### config.mk
export PLATFORM = sky130hd
export DESIGN_NAME = wait_for_graph_deadlock_detector
export DESIGN_NICKNAME = d
export VERILOG_FILES = /design/src/design/wfgdd_pkg.sv /design/src/design/wfgdd_ctrl.sv /design/src/design/wfgdd_dp.sv /design/src/design/wait_for_graph_deadlock_detector.sv
export SDC_FILE = /design/constraint.sdc
export NUM_CORES = 2
export LEC_CHECK = 0
export ABC_AREA = 1
export BUFFER_PORTS_ARGS = -buffer_cell sky130_fd_sc_hd__buf_2
export CAP_MARGIN = 20
export CORE_ASPECT_RATIO = 1.1
export CORE_MARGIN = 5
export CORE_UTILIZATION = 50
export DETAILED_ROUTE_END_ITERATION = 8
export GPL_TIMING_DRIVEN = 0
export HOLD_SLACK_MARGIN = 0.06
export MAX_ROUTING_LAYER = met4
export PLACE_DENSITY_LB_ADDON = 0.15
export SLEW_MARGIN = 20
export SYNTH_ARGS = -nofsm -noshare
export SYNTH_HDL_FRONTEND = slang
export SYNTH_SLANG_ARGS = --single-unit
### constraint.sdc
create_clock -name clk -period 13.1 [get_ports clk]
set_input_delay 2.62 -clock clk [delete_from_list [all_inputs] [get_ports clk]]
set_output_delay 2.62 -clock clk [all_outputs]
set_load 0.01 [all_outputs]
### src/design/wfgdd_pkg.sv
// wfgdd_pkg: item types, kind codes, controller states and the
// command / status bundles shared by the wait-for graph deadlock detector
// no dependencies
package wfgdd_pkg;

    localparam logic [1:0] KIND_ADD    = 2'd0;
    localparam logic [1:0] KIND_REMOVE = 2'd1;
    localparam logic [1:0] KIND_CHECK  = 2'd2;
    localparam logic [1:0] KIND_NONE   = 2'd3;

    typedef struct packed {
        logic [1:0] kind;
        logic [4:0] node;
        logic [4:0] target;
    } in_item_t;

    typedef struct packed {
        logic       deadlock;
        logic [1:0] done_kind;
    } out_item_t;

    typedef enum logic [3:0] {
        ST_IDLE,
        ST_ADD_RD,
        ST_ADD_WR,
        ST_REM_RD,
        ST_REM_WR,
        ST_CHK_START,
        ST_LOAD,
        ST_EXPLORE,
        ST_POP_LOAD,
        ST_RESP
    } state_t;

    typedef enum logic [1:0] {
        RD_NODE,
        RD_SWEEP,
        RD_NEXT
    } rd_src_t;

    typedef struct packed {
        logic    load_item;
        logic    add_wr;
        logic    rem_wr;
        logic    search_init;
        logic    load_top;
        logic    push;
        logic    skip;
        logic    pop;
        logic    pop_load;
        logic    set_found;
        logic    res_load;
        rd_src_t rd_src;
    } dp_cmd_t;

    typedef struct packed {
        logic [1:0] kind;
        logic       node_ok;
        logic       target_ok;
        logic       self_edge;
        logic       sweep_last;
        logic       pend_zero;
        logic       depth_one;
        logic       v_on_stack;
        logic       v_visited;
        logic       out_free;
    } dp_status_t;

endpackage

### src/design/wfgdd_ctrl.sv
// wfgdd_ctrl: sequencer for add, remove, depth-first check and no-op items
// depends on wfgdd_pkg
module wfgdd_ctrl
(
    input  logic                  clk,
    input  logic                  rst_n,
    input  logic                  in_valid,
    output logic                  in_ready,
    input  wfgdd_pkg::in_item_t   in_data,
    input  wfgdd_pkg::dp_status_t status,
    output wfgdd_pkg::dp_cmd_t    cmd
);

    wfgdd_pkg::state_t state_reg;
    wfgdd_pkg::state_t state_next;

    always_ff @(posedge clk or negedge rst_n)
    begin
        if (!rst_n)
        begin
            state_reg <= wfgdd_pkg::ST_IDLE;
        end
        else
        begin
            state_reg <= state_next;
        end
    end

    always_comb
    begin
        state_next = state_reg;
        cmd        = '0;
        cmd.rd_src = wfgdd_pkg::RD_NODE;
        in_ready   = 1'b0;
        unique case (state_reg)
            wfgdd_pkg::ST_IDLE:
            begin
                in_ready = 1'b1;
                if (in_valid)
                begin
                    cmd.load_item = 1'b1;
                    unique case (in_data.kind)
                        wfgdd_pkg::KIND_ADD:    state_next = wfgdd_pkg::ST_ADD_RD;
                        wfgdd_pkg::KIND_REMOVE: state_next = wfgdd_pkg::ST_REM_RD;
                        wfgdd_pkg::KIND_CHECK:  state_next = wfgdd_pkg::ST_CHK_START;
                        default:                state_next = wfgdd_pkg::ST_RESP;
                    endcase
                end
            end
            wfgdd_pkg::ST_ADD_RD:
            begin
                cmd.rd_src = wfgdd_pkg::RD_NODE;
                state_next = wfgdd_pkg::ST_ADD_WR;
            end
            wfgdd_pkg::ST_ADD_WR:
            begin
                cmd.add_wr = status.node_ok && status.target_ok && !status.self_edge;
                state_next = wfgdd_pkg::ST_RESP;
            end
            wfgdd_pkg::ST_REM_RD:
            begin
                cmd.rd_src = wfgdd_pkg::RD_SWEEP;
                if (status.node_ok)
                begin
                    state_next = wfgdd_pkg::ST_REM_WR;
                end
                else
                begin
                    state_next = wfgdd_pkg::ST_RESP;
                end
            end
            wfgdd_pkg::ST_REM_WR:
            begin
                cmd.rem_wr = 1'b1;
                if (status.sweep_last)
                begin
                    state_next = wfgdd_pkg::ST_RESP;
                end
                else
                begin
                    state_next = wfgdd_pkg::ST_REM_RD;
                end
            end
            wfgdd_pkg::ST_CHK_START:
            begin
                cmd.rd_src = wfgdd_pkg::RD_NODE;
                if (status.node_ok)
                begin
                    cmd.search_init = 1'b1;
                    state_next      = wfgdd_pkg::ST_LOAD;
                end
                else
                begin
                    state_next = wfgdd_pkg::ST_RESP;
                end
            end
            wfgdd_pkg::ST_LOAD:
            begin
                cmd.load_top = 1'b1;
                state_next   = wfgdd_pkg::ST_EXPLORE;
            end
            wfgdd_pkg::ST_EXPLORE:
            begin
                cmd.rd_src = wfgdd_pkg::RD_NEXT;
                priority if (status.pend_zero)
                begin
                    cmd.pop = 1'b1;
                    if (status.depth_one)
                    begin
                        state_next = wfgdd_pkg::ST_RESP;
                    end
                    else
                    begin
                        state_next = wfgdd_pkg::ST_POP_LOAD;
                    end
                end
                else if (status.v_on_stack)
                begin
                    cmd.set_found = 1'b1;
                    state_next    = wfgdd_pkg::ST_RESP;
                end
                else if (status.v_visited)
                begin
                    cmd.skip = 1'b1;
                end
                else
                begin
                    cmd.push   = 1'b1;
                    state_next = wfgdd_pkg::ST_LOAD;
                end
            end
            wfgdd_pkg::ST_POP_LOAD:
            begin
                cmd.pop_load = 1'b1;
                state_next   = wfgdd_pkg::ST_EXPLORE;
            end
            wfgdd_pkg::ST_RESP:
            begin
                if (status.out_free)
                begin
                    cmd.res_load = 1'b1;
                    state_next   = wfgdd_pkg::ST_IDLE;
                end
            end
            default:
            begin
                state_next = wfgdd_pkg::ST_IDLE;
            end
        endcase
    end

endmodule

### src/design/wfgdd_dp.sv
// wfgdd_dp: adjacency matrix memory, search stack memory, marks and
// the result register of the deadlock detector
// depends on wfgdd_pkg
module wfgdd_dp #(
    parameter int NUM_SLOTS = 32
)
(
    input  logic                  clk,
    input  logic                  rst_n,
    input  wfgdd_pkg::in_item_t   in_data,
    input  logic                  out_ready,
    input  wfgdd_pkg::dp_cmd_t    cmd,
    output wfgdd_pkg::dp_status_t status,
    output logic                  out_valid,
    output wfgdd_pkg::out_item_t  out_data
);

    localparam int SLOT_W  = (NUM_SLOTS > 2) ? $clog2(NUM_SLOTS) : 1;
    localparam int DEPTH_W = $clog2(NUM_SLOTS + 1);
    localparam logic [6:0] SLOTS_L = 7'(NUM_SLOTS);
    localparam logic [NUM_SLOTS-1:0] ONE_ROW = {{(NUM_SLOTS-1){1'b0}}, 1'b1};

    wfgdd_pkg::in_item_t  item_reg;
    wfgdd_pkg::out_item_t out_data_reg;
    logic                 out_valid_reg;
    logic                 found_reg;
    logic [SLOT_W-1:0]    sweep_reg;
    logic [NUM_SLOTS-1:0] visited_reg;
    logic [NUM_SLOTS-1:0] onstack_reg;
    logic [NUM_SLOTS-1:0] row_valid_reg;
    logic [DEPTH_W-1:0]   depth_reg;
    logic [SLOT_W-1:0]    cur_slot_reg;
    logic [NUM_SLOTS-1:0] cur_pend_reg;
    logic [SLOT_W-1:0]    rd_addr_reg;
    logic [NUM_SLOTS-1:0] mat_q_reg;
    logic                 mat_qv_reg;
    logic [SLOT_W-1:0]    stk_slot_q_reg;
    logic [NUM_SLOTS-1:0] stk_pend_q_reg;

    logic [NUM_SLOTS-1:0] mat_mem      [NUM_SLOTS];
    logic [SLOT_W-1:0]    stk_slot_mem [NUM_SLOTS];
    logic [NUM_SLOTS-1:0] stk_pend_mem [NUM_SLOTS];

    logic [6:0]           node_x;
    logic [6:0]           target_x;
    logic [SLOT_W-1:0]    node_addr;
    logic [SLOT_W-1:0]    target_addr;
    logic [NUM_SLOTS-1:0] node_bit;
    logic [NUM_SLOTS-1:0] target_bit;
    logic [NUM_SLOTS-1:0] row_data;
    logic [NUM_SLOTS-1:0] v_bit;
    logic [SLOT_W-1:0]    v_idx;
    logic [SLOT_W-1:0]    rd_addr;
    logic [DEPTH_W-1:0]   depth_m1;
    logic [DEPTH_W-1:0]   depth_m2;
    logic                 mat_we;
    logic [SLOT_W-1:0]    mat_wa;
    logic [NUM_SLOTS-1:0] mat_wd;

    assign node_x      = {2'b00, item_reg.node};
    assign target_x    = {2'b00, item_reg.target};
    assign node_addr   = node_x[SLOT_W-1:0];
    assign target_addr = target_x[SLOT_W-1:0];
    assign node_bit    = ONE_ROW << node_addr;
    assign target_bit  = ONE_ROW << target_addr;
    assign row_data    = mat_qv_reg ? mat_q_reg : '0;
    assign v_bit       = cur_pend_reg & ((~cur_pend_reg) + ONE_ROW);
    assign depth_m1    = depth_reg - DEPTH_W'(1);
    assign depth_m2    = depth_reg - DEPTH_W'(2);

    // lowest pending neighbour
    always_comb
    begin
        v_idx = '0;
        for (int i = NUM_SLOTS - 1; i >= 0; i--)
        begin
            if (cur_pend_reg[i])
            begin
                v_idx = SLOT_W'(i);
            end
        end
    end

    always_comb
    begin
        unique case (cmd.rd_src)
            wfgdd_pkg::RD_NODE:  rd_addr = node_addr;
            wfgdd_pkg::RD_SWEEP: rd_addr = sweep_reg;
            wfgdd_pkg::RD_NEXT:  rd_addr = v_idx;
            default:             rd_addr = node_addr;
        endcase
    end

    always_comb
    begin
        mat_we = cmd.add_wr || cmd.rem_wr;
        if (cmd.add_wr)
        begin
            mat_wa = node_addr;
            mat_wd = row_data | target_bit;
        end
        else
        begin
            mat_wa = sweep_reg;
            mat_wd = (sweep_reg == node_addr) ? '0 : (row_data & ~node_bit);
        end
    end

    always_ff @(posedge clk)
    begin
        if (mat_we)
        begin
            mat_mem[mat_wa] <= mat_wd;
        end
        mat_q_reg <= mat_mem[rd_addr];
    end

    always_ff @(posedge clk)
    begin
        if (cmd.push)
        begin
            stk_slot_mem[depth_m1[SLOT_W-1:0]] <= cur_slot_reg;
            stk_pend_mem[depth_m1[SLOT_W-1:0]] <= cur_pend_reg & ~v_bit;
        end
        stk_slot_q_reg <= stk_slot_mem[depth_m2[SLOT_W-1:0]];
        stk_pend_q_reg <= stk_pend_mem[depth_m2[SLOT_W-1:0]];
    end

    always_ff @(posedge clk)
    begin
        rd_addr_reg <= rd_addr;
        if (cmd.load_item)
        begin
            item_reg <= in_data;
        end
        if (cmd.load_top)
        begin
            cur_slot_reg <= rd_addr_reg;
            cur_pend_reg <= row_data;
        end
        else if (cmd.pop_load)
        begin
            cur_slot_reg <= stk_slot_q_reg;
            cur_pend_reg <= stk_pend_q_reg;
        end
        else if (cmd.skip)
        begin
            cur_pend_reg <= cur_pend_reg & ~v_bit;
        end
        if (cmd.res_load)
        begin
            out_data_reg.deadlock  <= found_reg;
            out_data_reg.done_kind <= item_reg.kind;
        end
    end

    always_ff @(posedge clk or negedge rst_n)
    begin
        if (!rst_n)
        begin
            out_valid_reg <= 1'b0;
            found_reg     <= 1'b0;
            sweep_reg     <= '0;
            visited_reg   <= '0;
            onstack_reg   <= '0;
            row_valid_reg <= '0;
            depth_reg     <= '0;
            mat_qv_reg    <= 1'b0;
        end
        else
        begin
            mat_qv_reg <= row_valid_reg[rd_addr];
            if (mat_we)
            begin
                row_valid_reg[mat_wa] <= 1'b1;
            end
            if (cmd.load_item)
            begin
                found_reg <= 1'b0;
                sweep_reg <= '0;
            end
            else if (cmd.rem_wr)
            begin
                sweep_reg <= sweep_reg + SLOT_W'(1);
            end
            else if (cmd.set_found)
            begin
                found_reg <= 1'b1;
            end
            if (cmd.search_init)
            begin
                visited_reg <= '0;
                onstack_reg <= '0;
                depth_reg   <= '0;
            end
            else if (cmd.load_top)
            begin
                visited_reg <= visited_reg | (ONE_ROW << rd_addr_reg);
                onstack_reg <= onstack_reg | (ONE_ROW << rd_addr_reg);
                depth_reg   <= depth_reg + DEPTH_W'(1);
            end
            else if (cmd.pop)
            begin
                onstack_reg <= onstack_reg & ~(ONE_ROW << cur_slot_reg);
                depth_reg   <= depth_m1;
            end
            if (cmd.res_load)
            begin
                out_valid_reg <= 1'b1;
            end
            else if (out_ready)
            begin
                out_valid_reg <= 1'b0;
            end
        end
    end

    always_comb
    begin
        status.kind       = item_reg.kind;
        status.node_ok    = node_x < SLOTS_L;
        status.target_ok  = target_x < SLOTS_L;
        status.self_edge  = item_reg.node == item_reg.target;
        status.sweep_last = sweep_reg == SLOT_W'(NUM_SLOTS - 1);
        status.pend_zero  = cur_pend_reg == '0;
        status.depth_one  = depth_reg == DEPTH_W'(1);
        status.v_on_stack = |(onstack_reg & v_bit);
        status.v_visited  = |(visited_reg & v_bit);
        status.out_free   = !out_valid_reg || out_ready;
    end

    assign out_valid = out_valid_reg;
    assign out_data  = out_data_reg;

endmodule

### src/design/wait_for_graph_deadlock_detector.sv
// wait_for_graph_deadlock_detector: top level, sequencer plus datapath
// depends on wfgdd_pkg, wfgdd_ctrl, wfgdd_dp
//
//   channel  signals                       payload
//   in       in_valid / in_ready           in_data  (kind, node, target)
//   out      out_valid / out_ready         out_data (deadlock, done_kind)
//
// one item at a time; in_ready is high only while the sequencer is idle
// add: read-modify-write of the node's row; remove: read-modify-write sweep of the matrix
// check: depth-first search over the pending edges, taken one at a time, with pushes and
// pops of the search stack; its run time is set by the single matrix read port
// reset empties the graph at once through per-row valid flags, no clearing pass
// a held result stalls only the end of the next item, never its acceptance
module wait_for_graph_deadlock_detector #(
    parameter int NUM_SLOTS = 32
)
(
    input  logic                 clk,
    input  logic                 rst_n,
    input  logic                 in_valid,
    output logic                 in_ready,
    input  wfgdd_pkg::in_item_t  in_data,
    output logic                 out_valid,
    input  logic                 out_ready,
    output wfgdd_pkg::out_item_t out_data
);

    wfgdd_pkg::dp_cmd_t    cmd;
    wfgdd_pkg::dp_status_t status;

    wfgdd_ctrl u_ctrl (
        .clk      (clk),
        .rst_n    (rst_n),
        .in_valid (in_valid),
        .in_ready (in_ready),
        .in_data  (in_data),
        .status   (status),
        .cmd      (cmd)
    );

    wfgdd_dp #(
        .NUM_SLOTS (NUM_SLOTS)
    ) u_dp (
        .clk       (clk),
        .rst_n     (rst_n),
        .in_data   (in_data),
        .out_ready (out_ready),
        .cmd       (cmd),
        .status    (status),
        .out_valid (out_valid),
        .out_data  (out_data)
    );

endmodule

=== Yosys cells after proc, flatten, opt, wreduce, memory -nomap -nowiden ===
Memory sizes are Yosys's and may differ from the RTL's. A register that Yosys moved wholly into a read port is not among the register bits.
Index checks and enable logic that the tools add are counted.

* Register bits: 171
* RAM bits: 2,208
* Input bits: 16
* Output and inout bits: 5
* Word-level logic and storage cells: 188
* Memories kept: 3

{| class="wikitable"
|+ Memories
! name !! words !! bits a word !! read ports !! clocked after memory_dff !! write ports !! line !! text
|-
| u_dp.mat_mem || 32 || 32 || 1 || 1 || 1 || wfgdd_dp.sv:40 || <nowiki>logic [NUM_SLOTS-1:0] mat_mem [NUM_SLOTS];</nowiki>
|-
| u_dp.stk_pend_mem || 32 || 32 || 1 || 1 || 1 || wfgdd_dp.sv:42 || <nowiki>logic [NUM_SLOTS-1:0] stk_pend_mem [NUM_SLOTS];</nowiki>
|-
| u_dp.stk_slot_mem || 32 || 5 || 1 || 1 || 1 || wfgdd_dp.sv:41 || <nowiki>logic [SLOT_W-1:0] stk_slot_mem [NUM_SLOTS];</nowiki>
|}

* Add/subtract/negate cells: 5
* Order comparisons: 5
* Equality and inequality tests: 21
* Shifts and indexed selects: 4
* Muxes and demuxes: 97
* Bitwise logic cells: 14
* Reduce and logical (&&, ||, !) cells: 22

{| class="wikitable"
|+ Operators by type and width
! cell !! count
|-
| 2-to-1 mux 32 bit || 11
|-
| AND 32 bit || 6
|-
| 2-to-1 mux 5 bit || 37
|-
| inverter 32 bit || 4
|-
| bitwise OR 32 bit || 4
|-
| left shift 1 x 5 -> 32 bit, first input constant || 4
|-
| OR reduction 32 bit || 2
|-
| case mux 4 bit (9 select lines) || 1
|-
| adder 32 x 1 -> 32 bit, second input constant || 1
|-
| zero test 32 bit || 1
|-
| 2-to-1 mux 4 bit || 8
|-
| 2-to-1 mux 1 bit || 29
|-
| < comparator 5 x 6 -> 1 bit, second input constant || 4
|-
| 2-to-1 mux 6 bit || 3
|-
| equality test 4 x 3 -> 1 bit, second input constant || 4
|-
| case mux 4 bit (3 select lines) || 1
|-
| equality test 5 bit || 2
|-
| case mux 5 bit (2 select lines) || 1
|-
| nonzero test 2 bit || 5
|-
| equality test 4 x 2 -> 1 bit, second input constant || 2
|-
| equality test 4 bit, second input constant || 2
|-
| adder 6 x 1 -> 6 bit, second input constant || 1
|-
| equality test 6 x 1 -> 1 bit, second input constant || 1
|-
| != test 2 bit, second input constant || 3
|-
| 23 further kinds || 31
|}

=== Logic depth before layout (Yosys ltp) ===
* Depth in word-level cells: 35
* Depth in mapped cells: 43
* Mapped depth without buffers: 41

=== Hierarchy ===
From an unflattened synthesis, not the netlist that was laid out.

* Cell total of the unflattened synthesis: 8,770
* Area total of the unflattened synthesis: 101,453.6 µm²

{| class="wikitable"
|+ Modules (own cells, without submodules)
! module !! instances !! cells each !! area an instance (µm²) !! seq. area each (µm²)
|-
| wfgdd_dp || 1 || 8,667 || 100,919.3 || 71,118.2
|-
| wfgdd_ctrl || 1 || 103 || 534.3 || 100.1
|}

=== Least setup slack after synthesis ===
No wires, ideal clock.

* Kind: register -> register
* Start: register u_dp.cur_pend_reg[0]
* End: memory u_dp.stk_pend_mem[0][10] (enable)
* Setup time: 429 ps
* Arrival: 4,259 ps
* Data required time: 12,671 ps
* Setup slack: 8,412 ps
* Stages on the path, launching flop included: 29
* Path buffers: 0
* Clock period less this slack: 4,688 ps
* Cell sequence: edfxtp_1 > nor2_4 > nand2_4 > nor2_4 > inv_2 > nor2_4 > inv_2 > nor2_4 > inv_2 > nor2_4 > nand2_2 > nor2_4 > inv_2 > nor2_2 > inv_2 > nor2_4 > nand2_1 > inv_2 > nand2_2 > inv_2 > nand3_1 > nand2_1 > nor4_1 > inv_1 > nor4_2 > inv_1 > nor2_1 > nand2_2 > nor2_1

* Word-level cells in the longest chain between the ends: 11
* Elaborated cells on any way between the ends: 14
* Those cells by class: add/sub (1); mux (6); bitwise (4); reduce/logical (3)

{| class="wikitable"
|+ Ends and longest elaborated chain
! item !! line !! text
|-
| from (decl) || wfgdd_dp.sv:33 || <nowiki>logic [NUM_SLOTS-1:0] cur_pend_reg;</nowiki>
|-
| from (signal assigned) || wfgdd_dp.sv:139 || <nowiki>cur_pend_reg <= row_data;</nowiki>
|-
| from (signal assigned) || wfgdd_dp.sv:144 || <nowiki>cur_pend_reg <= stk_pend_q_reg;</nowiki>
|-
| from (signal assigned) || wfgdd_dp.sv:148 || <nowiki>cur_pend_reg <= cur_pend_reg & ~v_bit;</nowiki>
|-
| inverter 32 bit || wfgdd_dp.sv:67 || <nowiki>assign v_bit = cur_pend_reg & ((~cur_pend_reg) + ONE_ROW);</nowiki>
|-
| adder 32 x 1 -> 32 bit || wfgdd_dp.sv:67 ||
|-
| AND 32 bit || wfgdd_dp.sv:67 ||
|-
| AND 32 bit || wfgdd_dp.sv:228 || <nowiki>status.v_visited = |(visited_reg & v_bit);</nowiki>
|-
| OR reduction 32 bit || wfgdd_dp.sv:228 ||
|-
| 2-to-1 mux 1 bit || wfgdd_ctrl.sv:122 || <nowiki>else if (status.v_visited)</nowiki>
|-
| 2-to-1 mux 2 bit || wfgdd_ctrl.sv:117 || <nowiki>else if (status.v_on_stack)</nowiki>
|-
| 2-to-1 mux 2 bit (*) || wfgdd_ctrl.sv:105 || <nowiki>priority if (status.pend_zero)</nowiki>
|-
| 2-to-1 mux 3 bit (*) || wfgdd_ctrl.sv:35 || <nowiki>unique case (state_reg)</nowiki>
|-
| 2-to-1 mux 1 bit (*) || wfgdd_dp.sv:120 || <nowiki>if (cmd.push)</nowiki>
|-
| 2-to-1 mux 1 bit (implied by the code) (*) || wfgdd_dp.sv:123 || <nowiki>stk_pend_mem[depth_m1[SLOT_W-1:0]] <= cur_pend_reg & ~v_bit;</nowiki>
|-
| to (decl) || wfgdd_dp.sv:42 ||
|}

Every way passes the cells marked *; elsewhere a longest branch is shown, timed or not.

=== Worst setup path in the final report ===
* Start: register u_dp.depth_reg[1]
* End: register u_dp.stk_pend_q_reg[20] (read register of u_dp.stk_pend_mem)

* Word-level cells in the longest chain between the ends: 1

{| class="wikitable"
|+ Ends and longest elaborated chain
! item !! line !! text
|-
| from (decl) || wfgdd_dp.sv:31 || <nowiki>logic [DEPTH_W-1:0] depth_reg;</nowiki>
|-
| from (signal assigned) || wfgdd_dp.sv:200 || <nowiki>depth_reg <= depth_reg + DEPTH_W'(1);</nowiki>
|-
| from (signal assigned) || wfgdd_dp.sv:205 || <nowiki>depth_reg <= depth_m1;</nowiki>
|-
| subtractor 5 x 2 -> 5 bit || wfgdd_dp.sv:69 || <nowiki>assign depth_m2 = depth_reg - DEPTH_W'(2);</nowiki>
|-
| to (decl) || wfgdd_dp.sv:38 || <nowiki>logic [NUM_SLOTS-1:0] stk_pend_q_reg;</nowiki>
|}

No other way between the ends.
A chain may end at the register's enable or synchronous reset.

==> flow_metrics.py <==
metrics = {
    "synth": {
        "synth_area_sq_mm": 0.101,
        "synth_top_cell_area_share_pct": 66.0,
        "netlist-cell-type-count": 45,
        "avgSynthCellArea_sq_um": 11.6,
        "synth_top_area_cell": "edfxtp_1",
        "ys_top_cells_by_area": "edfxtp_1 66%, nand3_1 6.4%, o21ai_0 3.6%",
        "synth_fp_nets": 8786,
        "synth_seq_cells": 2415,
        "async_flop_share_pct": 4.72,
        "yosys_warnings": 0,
        "synthCells": 8756,
        "synth_ff_type": "edfxtp_1",
        "synth-edff-count": 2228,
        "yosysSeqAreaShare_pct": 70.2,
    },
    "placed_design": {
        "placedCellCount": 11700,
        "place_congestion": 1.03,
        "portBuffers": 20,
        "hpwl_mm": 275,
    },
    "finish": {
        "layout-drive-gt1-share_pct": 8.86,
        "final_cell_mix": "2228 x edfxtp_1, 1292 x nand3_1, 942 x nand2_1",
        "largest_reg_flops": 1024,
        "post-route-util_pct": 58.4,
        "regMostFlops": "u_dp.mat_mem",
        "fin_nets": 9225,
        "final_cells": 12100,
        "final_common_cell": "edfxtp_1",
        "syn_to_final_growth_pct": 16.4,
    },
    "pwr": {
        "power_frac_comb_pct": 43.7,
        "pwr_density_cell_mw_per_mm2": 251,
        "p_leak_nw": 42.8,
        "power.switching_mw": 13.4,
        "power_frac_clock_pct": 23.9,
        "seqPwrFrac_pct": 32.5,
        "p_total_mw": 29.6,
        "peakVddDrop_mv": 0.149,
        "p_int_mw": 16.2,
        "switching_share_pct": 45.3,
    },
    "timing": {
        "drv_slew": 0,
        "rsz0062_at_grt": "no",
        "fmax_mhz": 140,
        "hold-worst-slack_ns": 0.429,
        "setup_tns_ns": 0,
        "hold_violations": 0,
        "setup_viol": 0,
        "slew_headroom_pct": 13.2,
        "tightest_slew_ns": 1.30,
        "fin_crit_ns": 7.13,
        "post-route-period-util_pct": 54.4,
        "skew_ns": 0.0439,
    },
    "die": {
        "start_util_pct": 50.2,
        "coreArea_sq_mm": 0.202,
        "die_x_um": 439,
        "rows": 173,
        "dieArea_sq_mm": 0.212,
        "ios": 21,
        "die_h_um": 482,
    },
    "clocking": {
        "clock_latency_ns": 0.92,
        "path_clk_slew_ns": 0.07,
        "clockBufferDepth": 3,
        "cts_tree": "yes",
        "cts_resized": 0,
        "cts_setup_buffers": 0,
        "ctsHoldBuffers": 0,
        "root_buffer": "clkbuf_16",
        "cts_buffers": 238,
        "clkSinkCount": 2415,
        "cts.htree.levels": 4,
    },
    "hold_path": {
        "min-delay-start": "u_dp.status[10]",
        "hold_depth": 0,
        "holdCritPathClass": "reg -> reg",
    },
    "critical_path": {
        "cp_data_required_time_ns": 13.75,
        "timing.rr.start": "u_dp.depth_reg[1]",
        "critical_path_class": "reg -> reg",
        "start_kind": "register",
        "worst_setup_path_end_kind": "register",
        "cp.arrival_ns": 7.77,
        "r2r_cells": 12,
        "critPathMaxFanout": 15,
        "crit_start": "u_dp.depth_reg[1]",
    },
    "global_route": {
        "grt_pass1_vias": 70700,
        "grt_max_degree": 82,
        "antenna_found_initial": 16,
        "grt_pass1_wl_mm": 526,
        "grt_usage_pct": 36.4,
        "grt_overflow_total": 0,
    },
    "run": {
        "drv_cap": 0,
    },
    "status": {
        "violations": "DRC",
        "status": "complete, but fails checks",
    },
    "drt": {
        "drt_iter0_drc": 9956,
        "first_pass_iters": 9,
        "drcViolationCount": 2,
        "wl_per_cell_um": 31.3,
        "viasPerCell": 6.14,
        "ant_nets": 0,
        "num_vias": 74500,
        "drt_wl_total_mm": 380,
    },
}
-- power by group through the flow --
stage / logic (mW) / clock network (mW) / registers (mW)
global route: 13.2 / 7.44 / 9.63
finish: 12.9 / 7.08 / 9.61
CTS: 12.5 / 7.10 / 9.60
global placement: 11.8 / 0 / 9.88
floorplan: 5.92 / 0 / 9.67
detailed placement: 12.4 / 0 / 9.76
-- synthesized netlist by cell type, drive strengths merged (5+ instances only) --
cell type / n
edfxtp: 2228
a32oi: 34
nand2: 977
nand3: 1292
o221ai: 230
a22o: 5
a31oi: 66
o2111ai: 11
a21oi: 51
o21ai: 732
nor3: 35
dfxtp: 73
a211oi: 13
o211ai: 30
a22oi: 5
dfrtp: 114
clkbuf: 447
clkinv: 6
inv: 924
o22ai: 87
ha: 14
nor4: 17
nor2: 862
nand4: 9
a221oi: 6
nand3b: 320
buf: 144
a311oi: 7
xnor2: 5
-- cell families (layout without fill, tap and decap cells) --
kind of cell    count (synthesis)  count (layout)  synth area share (%)
buf+inv                      1521            2170                  5.73
fa+ha+maj                      14              14                 0.173
simple gates                 3512            3512                  16.0
flops                        2415            2415                  70.2
other cells                     0              17                     0
compound gates               1285            1285                  7.77
xor+xnor                        9               9                0.0777
-- layout make-up --
class	count	area, sq um
Antenna cell	17	42.5
Buffer	591	2340
Clock inverter	135	1510
Timing Repair Buffer	199	4230
Clock buffer	315	6560
Inverter	930	3490
Sequential cell	2415	71200
Tap cell	2712	3390
Fill cell	16500	84000
Multi-Input combinational cell	4820	25200
-- worst max-delay path, cell delays in order, from the launching register on --
cell and delay, ns:
dfrtp_1 0.44, clkbuf_1 0.88, inv_1 0.35, clkbuf_1 0.36, clkbuf_1 0.54, ha_1 0.49, clkbuf_2 0.39, inv_2 0.46
clkbuf_1 0.99, clkbuf_1 0.69, o221ai_1 0.29, a31oi_1 0.54, a32oi_1 0.39
-- layer usage --
layer / GRT usage (%) / vias to the layer above / routed length (um) / share of wire, %
met4: 29.1 / 0 / 38900 / 10
met3: 6.17 / 1298 / 32200 / 8.5
li1: - / 32100 / - / -
met1: 41.1 / 36700 / 129000 / 34
met5: - / - / 0 / 0
met2: 57.5 / 4376 / 180000 / 47
-- through the flow --
| step | setup WS, ns | instance area (sq um) |
|---|---|---|
| floorplan | 8.41 | 101000 |
| global route | 6.22 | 118000 |
| detailed placement | 6.02 | 110000 |
| global placement | 4.46 | 105000 |
| finish | 5.97 | 118000 |
| CTS | 6.04 | 118000 |
-- final timing paths --
path / to / slack, ns
max: u_dp.stk_pend_q_reg[20] / 5.97
min: u_dp.out_data[1] / 0.43
min reg2reg: u_dp.out_data[1] / 0.43
min in group asynchronous: u_dp.row_valid_reg[30] / 1.61
max in group asynchronous: u_dp.onstack_reg[25] / 10.76
max reg2reg: u_dp.stk_pend_q_reg[20] / 5.97
Power figures use the tool's default switching activity.
